File: src/rtl/core/bpc_pkg.sv
// ============================================================================
// bpc_pkg
// Shared types and constants for the barometric pressure compensation core.
// ============================================================================
package bpc_pkg;

    // Width of the pipelined divider datapath and its latency in cycles.
    localparam int DIV_W   = 32;
    localparam int DIV_LAT = DIV_W + 1;

    // Configuration register indexes.
    localparam logic [2:0] CFG_GROUP_A  = 3'd0;
    localparam logic [2:0] CFG_GROUP_B  = 3'd1;
    localparam logic [2:0] CFG_GROUP_C  = 3'd2;
    localparam logic [2:0] CFG_GROUP_D  = 3'd3;
    localparam logic [2:0] CFG_OVERSAMP = 3'd4;

    localparam int CFG_DATA_W = 48;
    localparam int CFG_IDX_W  = 3;

    // Compensation constants.
    localparam logic signed [31:0] T_ROUND    = 32'sd8;
    localparam logic signed [31:0] B6_OFFSET  = 32'sd4000;
    localparam logic signed [31:0] B4_BIAS    = 32'sd32768;
    localparam logic [15:0]        B7_SCALE   = 16'd50000;
    localparam logic [31:0]        B7_SPLIT   = 32'h8000_0000;
    localparam logic signed [31:0] P_COEF_SQ  = 32'sd3038;
    localparam logic signed [31:0] P_COEF_LIN = -32'sd7357;
    localparam logic signed [31:0] P_COEF_OFS = 32'sd3791;
    localparam logic signed [31:0] P_MAX      = 32'sd262143;
    localparam logic signed [31:0] TEMP_MAX   = 32'sd32767;
    localparam logic signed [31:0] TEMP_MIN   = -32'sd32768;

    // Input word: one raw reading pair.
    typedef struct packed {
        logic [15:0] raw_temperature;
        logic [18:0] raw_pressure;
    } t_in_word;

    // Output word: compensated results.
    typedef struct packed {
        logic [17:0]        pressure_pa;
        logic signed [15:0] temperature_tenths;
        logic               divide_fault;
    } t_out_word;

endpackage

File: src/rtl/core/bpc_div.sv
// ============================================================================
// bpc_div
// Pipelined unsigned restoring divider, one quotient bit per stage.
// ============================================================================
module bpc_div (
    input  logic                        i_clk,
    input  logic                        i_rst_n,
    input  logic                        i_en,
    input  logic                        i_valid,
    input  logic [bpc_pkg::DIV_W-1:0]   i_dividend,
    input  logic [bpc_pkg::DIV_W-1:0]   i_divisor,
    output logic                        o_valid,
    output logic [bpc_pkg::DIV_W-1:0]   o_quotient
);
    import bpc_pkg::*;

    logic             r_vld [0:DIV_W];
    logic [DIV_W-1:0] r_num [0:DIV_W];
    logic [DIV_W-1:0] r_rem [0:DIV_W-1];
    logic [DIV_W-1:0] r_dvs [0:DIV_W-1];

    logic [DIV_W:0]   w_try  [0:DIV_W-1];
    logic [DIV_W:0]   w_diff [0:DIV_W-1];
    logic [DIV_W-1:0] w_ge;

    // One trial subtraction per stage.
    always_comb begin
        for (int k = 0; k < DIV_W; k++) begin
            w_try[k]  = {r_rem[k], r_num[k][DIV_W-1]};
            w_diff[k] = w_try[k] - {1'b0, r_dvs[k]};
            w_ge[k]   = !w_diff[k][DIV_W];
        end
    end

    // Valid bits travel with the operands.
    always_ff @(posedge i_clk) begin
        if (!i_rst_n) begin
            for (int k = 0; k <= DIV_W; k++) begin
                r_vld[k] <= 1'b0;
            end
        end else if (i_en) begin
            r_vld[0] <= i_valid;
            for (int k = 1; k <= DIV_W; k++) begin
                r_vld[k] <= r_vld[k-1];
            end
        end
    end

    // Capture the operands; quotient bits shift in at the bottom.
    always_ff @(posedge i_clk) begin
        if (i_en) begin
            r_num[0] <= i_dividend;
            r_rem[0] <= '0;
            r_dvs[0] <= i_divisor;
            for (int k = 0; k < DIV_W; k++) begin
                r_num[k+1] <= {r_num[k][DIV_W-2:0], w_ge[k]};
            end
            for (int k = 0; k < DIV_W-1; k++) begin
                r_rem[k+1] <= w_ge[k] ? w_diff[k][DIV_W-1:0] : w_try[k][DIV_W-1:0];
                r_dvs[k+1] <= r_dvs[k];
            end
        end
    end

    assign o_valid    = r_vld[DIV_W];
    assign o_quotient = r_num[DIV_W];

endmodule

File: config.mk
export PLATFORM = sky130hd
export DESIGN_NAME = bpc_div
export DESIGN_NICKNAME = d
export VERILOG_FILES = /design/src/rtl/core/bpc_pkg.sv /design/src/rtl/core/bpc_div.sv
export SDC_FILE = /design/constraint.sdc
export NUM_CORES = 2
export LEC_CHECK = 0
export BUFFER_PORTS_ARGS = -buffer_cell sky130_fd_sc_hd__buf_2
export CORE_UTILIZATION = 30
export DETAILED_ROUTE_END_ITERATION = 10
export SYNTH_ARGS = -nofsm -noshare
export SYNTH_HDL_FRONTEND = slang
export SYNTH_SLANG_ARGS = --single-unit
File: constraint.sdc
create_clock -name i_clk -period 9.7 [get_ports i_clk]
set_clock_uncertainty 0.2 [all_clocks]
set_input_delay 1.94 -clock i_clk [delete_from_list [all_inputs] [get_ports i_clk]]
set_output_delay 1.94 -clock i_clk [all_outputs]
set_load 0.01 [all_outputs]
[Yosys cells after proc, flatten, opt, wreduce, memory -nomap -nowiden]
Memories as Yosys holds them, arrays and structs flattened.
Cells that the tools add are included.
Storage, ports and cells
  memories kept: 4
  bits in registers: 0
  logic and storage cells: 170
  memory bits (writable): 3137
  output and inout port bits: 33
  input bits: 68
Cells by class
  $add $sub $neg: 32
  mux-type cells: 69
  reduce and logical (&&, ||, !) cells: 32
  bitwise gates (word level): 33
Memories
  r_num: depth 33, bits a word 32, rd ports 33, clocked after memory_dff 0, write ports 33, line bpc_div.sv:18  | logic [DIV_W-1:0] r_num [0:DIV_W];
  r_dvs: depth 32, bits a word 32, rd ports 32, clocked after memory_dff 0, write ports 32, line bpc_div.sv:20  | logic [DIV_W-1:0] r_dvs [0:DIV_W-1];
  r_rem: depth 32, bits a word 32, rd ports 32, clocked after memory_dff 0, write ports 32, line bpc_div.sv:19  | logic [DIV_W-1:0] r_rem [0:DIV_W-1];
  r_vld: depth 33, bits a word 1, rd ports 33, clocked after memory_dff 0, write ports 33, line bpc_div.sv:17  | logic r_vld [0:DIV_W];
Operator list (count)
  $sub 33x32->33: 32
  $mux 32: 31
  $mux 1: 38
  $or 1x1->1: 33
  $logic_not 1->1: 32

[Logic depth before layout (Yosys ltp)]
  depth after elaboration: 4
  mapped depth: 16
  depth with buffers taken out: 15

[Least setup slack after synthesis]
No wires, ideal clock.
  path type: flip-flop to flip-flop
  start: memory r_dvs[5][0], in the netlist r_dvs[0][160]
  end: memory r_rem[6][25], in the netlist r_rem[0][217] (data pin)
  required time: 9240 ps
  buffers on the path: 1
  clock period less this slack: 4055 ps
  setup time: 260 ps
  slack: 5645 ps
  cell stages (with the launch flop): 15
  arrival time: 3595 ps
  cells stage by stage: edfxtp_1 > ha_1 > fa_1 > nor2b_1 > o21ai_0 > a21boi_1 > o311ai_1 > a21boi_1 > a21oi_1 > o41a_1 > o21a_1 > nor3_2 > xor2_1 > buf_2 > mux2_2
RTL lines (line)
  start, declared: bpc_div.sv:20
  end, declared: bpc_div.sv:19

==> flow_metrics.env <==
export IMPL_drive_above_1_share_pct=12.1
export IMPL_critPathMaxFanout=31
export IMPL_cts_buffer_depth=4
export IMPL_dpl_worst_slack_ns=4.54
export IMPL_wl_per_cell_um=16.0
export IMPL_ir_drop_v=0.000211
export IMPL_fin_crit_sh_pct=53.6
export IMPL_worst_pin_slew_ns=1.15
export IMPL_gp_congestion=0.866
export IMPL_yosys_area_top_type="edfxtp_1"
export IMPL_grt_pass1_wl_um=489000
export IMPL_post_route_drc_count=0
export IMPL_p_seq_share_pct=35.5
export IMPL_crit_slowest_cell="nor3_2"
export IMPL_num_vias=90231
export IMPL_synth_cells=11919
export IMPL_area_growth_pct=13.1
export IMPL_drv_cap=0
export IMPL_clk_pin_slew_worst_paths_ns=0.06
export IMPL_clkLatencyLatePin_ns=0.95
export IMPL_grt_use_total_pct=11.5
export IMPL_hp_class="reg2reg"
export IMPL_rsz0062_at_grt="false"
export IMPL_final_common_cell="edfxtp_1"
export IMPL_swShare_pct=34.4
export IMPL_std_cell_rows=264
export IMPL_synth_area_leaders="edfxtp_1 (60%), ha_1 (8.0%), mux2_2 (5.2%)"
export IMPL_cellLeakagePower_nw=69.6
export IMPL_fin_area_um2=176000
export IMPL_fillers=50082
export IMPL_ys_types=94
export IMPL_run_status="finished, final reports clean"
export IMPL_layout_nets=13278
export IMPL_ys_seq_area_share_pct=59.9
export IMPL_dieArea_um2=522000
export IMPL_drt_iter0_markers=4990
export IMPL_dp_hpwl_um=223000
export IMPL_grt_pass1_vias=90928
export IMPL_p_int_mw=39.3
export IMPL_cts_sinks=3105
export IMPL_dr_pass1_iters=7
export IMPL_wirelength_um=310000
export IMPL_cp_arrival_ns=5.66
export IMPL_comb_power_share_pct=42.4
export IMPL_async_flop_share_pct=0
export IMPL_drv_slew=0
export IMPL_cts_tree="done"
export IMPL_power_density_nw_per_um2=340
export IMPL_ant_nets=0
export IMPL_place_area_um2=165000
export IMPL_setup_viol=0
export IMPL_setup_tns_ns=0
export IMPL_slew_headroom_pct=23.0
export IMPL_slowest_delay_ns=0.62
export IMPL_synth_top_area_share_pct=59.9
export IMPL_finalCriticalPeriod_ns=5.20
export IMPL_cp_end_kind="flop"
export IMPL_synth_edf_count=3105
export IMPL_initial_core_util_pct=30.1
export IMPL_die_h_um=722
export IMPL_synthesis_area_um2=156000
export IMPL_yosys_most_used_dff="edfxtp_1"
export IMPL_ctsResizeCount=0
export IMPL_yosys_warnings=0
export IMPL_die_x_um=722
export IMPL_root_buffer="clkbuf_16"
export IMPL_cpMostUsedCell="o21ai_0"
export IMPL_syn_avg_cell_area_um2=13.1
export IMPL_crit_path_cell_trace="ha_1, fa_1, nor2b_1, o21ai_1, a211oi_1, o21ai_0, a41oi_1, a41o_1, a221oi_2, o21ai_0, a21oi_1, nor3_2, inv_1, buf_4, mux2_2"
export IMPL_numCtsBuffers=353
export IMPL_fin_ws_ns=4.50
export IMPL_io_pins=101
export IMPL_worst_ep_required_time_ns=10.16
export IMPL_power_switching_mw=20.6
export IMPL_max_freq_mhz=192
export IMPL_antenna_found_initial=8
export IMPL_portBuffers=100
export IMPL_h_tree_depth=5
export IMPL_r2r_setup_slack_ns=4.50
export IMPL_pwr_share_clk_pct=22.1
export IMPL_coreArea_um2=517000
export IMPL_hold_viol_final=0
export IMPL_cts_hold_buf=0
export IMPL_synth_seq_cells=3105
export IMPL_cts_setup_buffers=0
export IMPL_final_cell_mix="edfxtp_1 (3105), inv_1 (1229), ha_1 (993)"
export IMPL_grt_max_degree=192
export IMPL_grt_ovfl_total=0
export IMPL_crit_type="reg2reg"
export IMPL_cp_start_kind="flop"
export IMPL_drt_vias_per_instance=4.65
power by group through the flow:
| stage | Sequential [mW] | Combinational (mW) | Clock, mW |
|---|---|---|---|
| after global routing | 21.6 | 28.2 | 14.2 |
| after CTS | 21.4 | 25.6 | 13.7 |
| after global placement | 21.6 | 25.0 | 0 |
| final | 21.3 | 25.4 | 13.2 |
| after floorplan | 20.5 | 20.4 | 0 |
| after detailed placement | 21.6 | 25.3 | 0 |
Yosys cell counts, types with 16 or more instances:
cell and n:
nor2_1 432, o2111a_1 16, o31ai_1 48, o21a_1 177
o211ai_1 51, and2_1 33, a211oi_1 49, a21oi_1 809
nor3_1 60, buf_4 35, a211o_1 30, ha_1 993
nor2b_1 144, a221oi_1 30, clkbuf_1 174, a31o_2 19
a21o_1 538, nand4_1 95, mux2_4 27, o21ai_1 18
mux2_2 717, a2111oi_0 16, a31oi_1 96, o2111ai_1 21
mux2i_1 67, o31a_1 45, o21bai_1 88, nand3_1 178
buf_2 51, nand2b_1 127, and4_1 35, nand3b_1 19
inv_1 1229, a21boi_0 26, o21ai_0 556, nand2_1 521
xor2_1 266, and3_1 107, edfxtp_1 3105, a41oi_1 19
or3_1 42, fa_1 30, xnor2_1 565
worst max-delay path: cells and delay by family, from the launching register on:
kind	cells	cell delay [ns]
AND/OR/NAND/NOR	2	0.75
adder cells (fa/ha/maj)	2	0.64
AO/OA/AOI/OAI	8	2.21
multiplexers	1	0.33
flip-flops	1	0.40
buffers and inverters	2	0.40
flip-flops by register name, indices dropped and copies added (netlist names):
register and cells:
r_vld 33, r_dvs 1024, r_rem 992, r_num 1056
through the flow:
| stage | power (mW) | hold slack, ns | utilization (%) | instances |
|---|---|---|---|---|
| after detailed placement | 47.0 | 0.205 | 31.8 | 18748 |
| after global routing | 64.0 | 0.176 | 34.1 | 19390 |
| final | 60.0 | 0.176 | 34.1 | 19394 |
| after CTS | 60.6 | 0.178 | 34.1 | 19384 |
| after global placement | 46.6 | 0.201 | 31.8 | 18748 |
| after floorplan | 40.8 | 0.200 | - | 11933 |
cells by family after synthesis:
| family | synth area share [%] |
|---|---|
| AOI/OAI and AO/OA | 11.6 |
| xor gates and xnor gates | 4.69 |
| adders and majority gates | 8.37 |
| buffers and inverters | 3.76 |
| DFF | 59.9 |
| muxes | 5.88 |
| other | 0.00241 |
| and+or+nand+nor | 5.84 |
per-layer routing:
layer | routed length (um) | vias to the layer above | GRT usage [%]
met5 | 0 | - | 0
met4 | 14900 | 0 | 5.26
met3 | 10100 | 685 | 1.62
met2 | 160000 | 1388 | 21.5
met1 | 125000 | 43355 | 12.7
li1 | - | 44803 | -
cell type report:
class | instances | area (um2) | area share, %
clock buffers | 427 | 9320 | 5.30
well taps | 6916 | 8650 | 4.91
multi-input cells | 7329 | 56900 | 32.3
clock inverters | 209 | 2090 | 1.19
inverters | 1229 | 4610 | 2.62
flip-flops and latches | 3105 | 93200 | 53.0
diodes | 10 | 25.0 | 0.0142
repair buffers | 169 | 1200 | 0.679
path summary, 6_finish.rpt:
check / startpoint / end / cells past startpoint
min reg2reg: r_num[0][552]$_DFFE_PP_ / r_num[0][585]$_DFFE_PP_ / 0
max reg2reg: r_dvs[2][160]$_DFFE_PP_ / r_rem[1][196]$_DFFE_PP_ / 15
min: r_num[0][552]$_DFFE_PP_ / r_num[0][585]$_DFFE_PP_ / 0
max: r_dvs[2][160]$_DFFE_PP_ / r_rem[1][196]$_DFFE_PP_ / 15
Power figures use the tool's default switching activity.
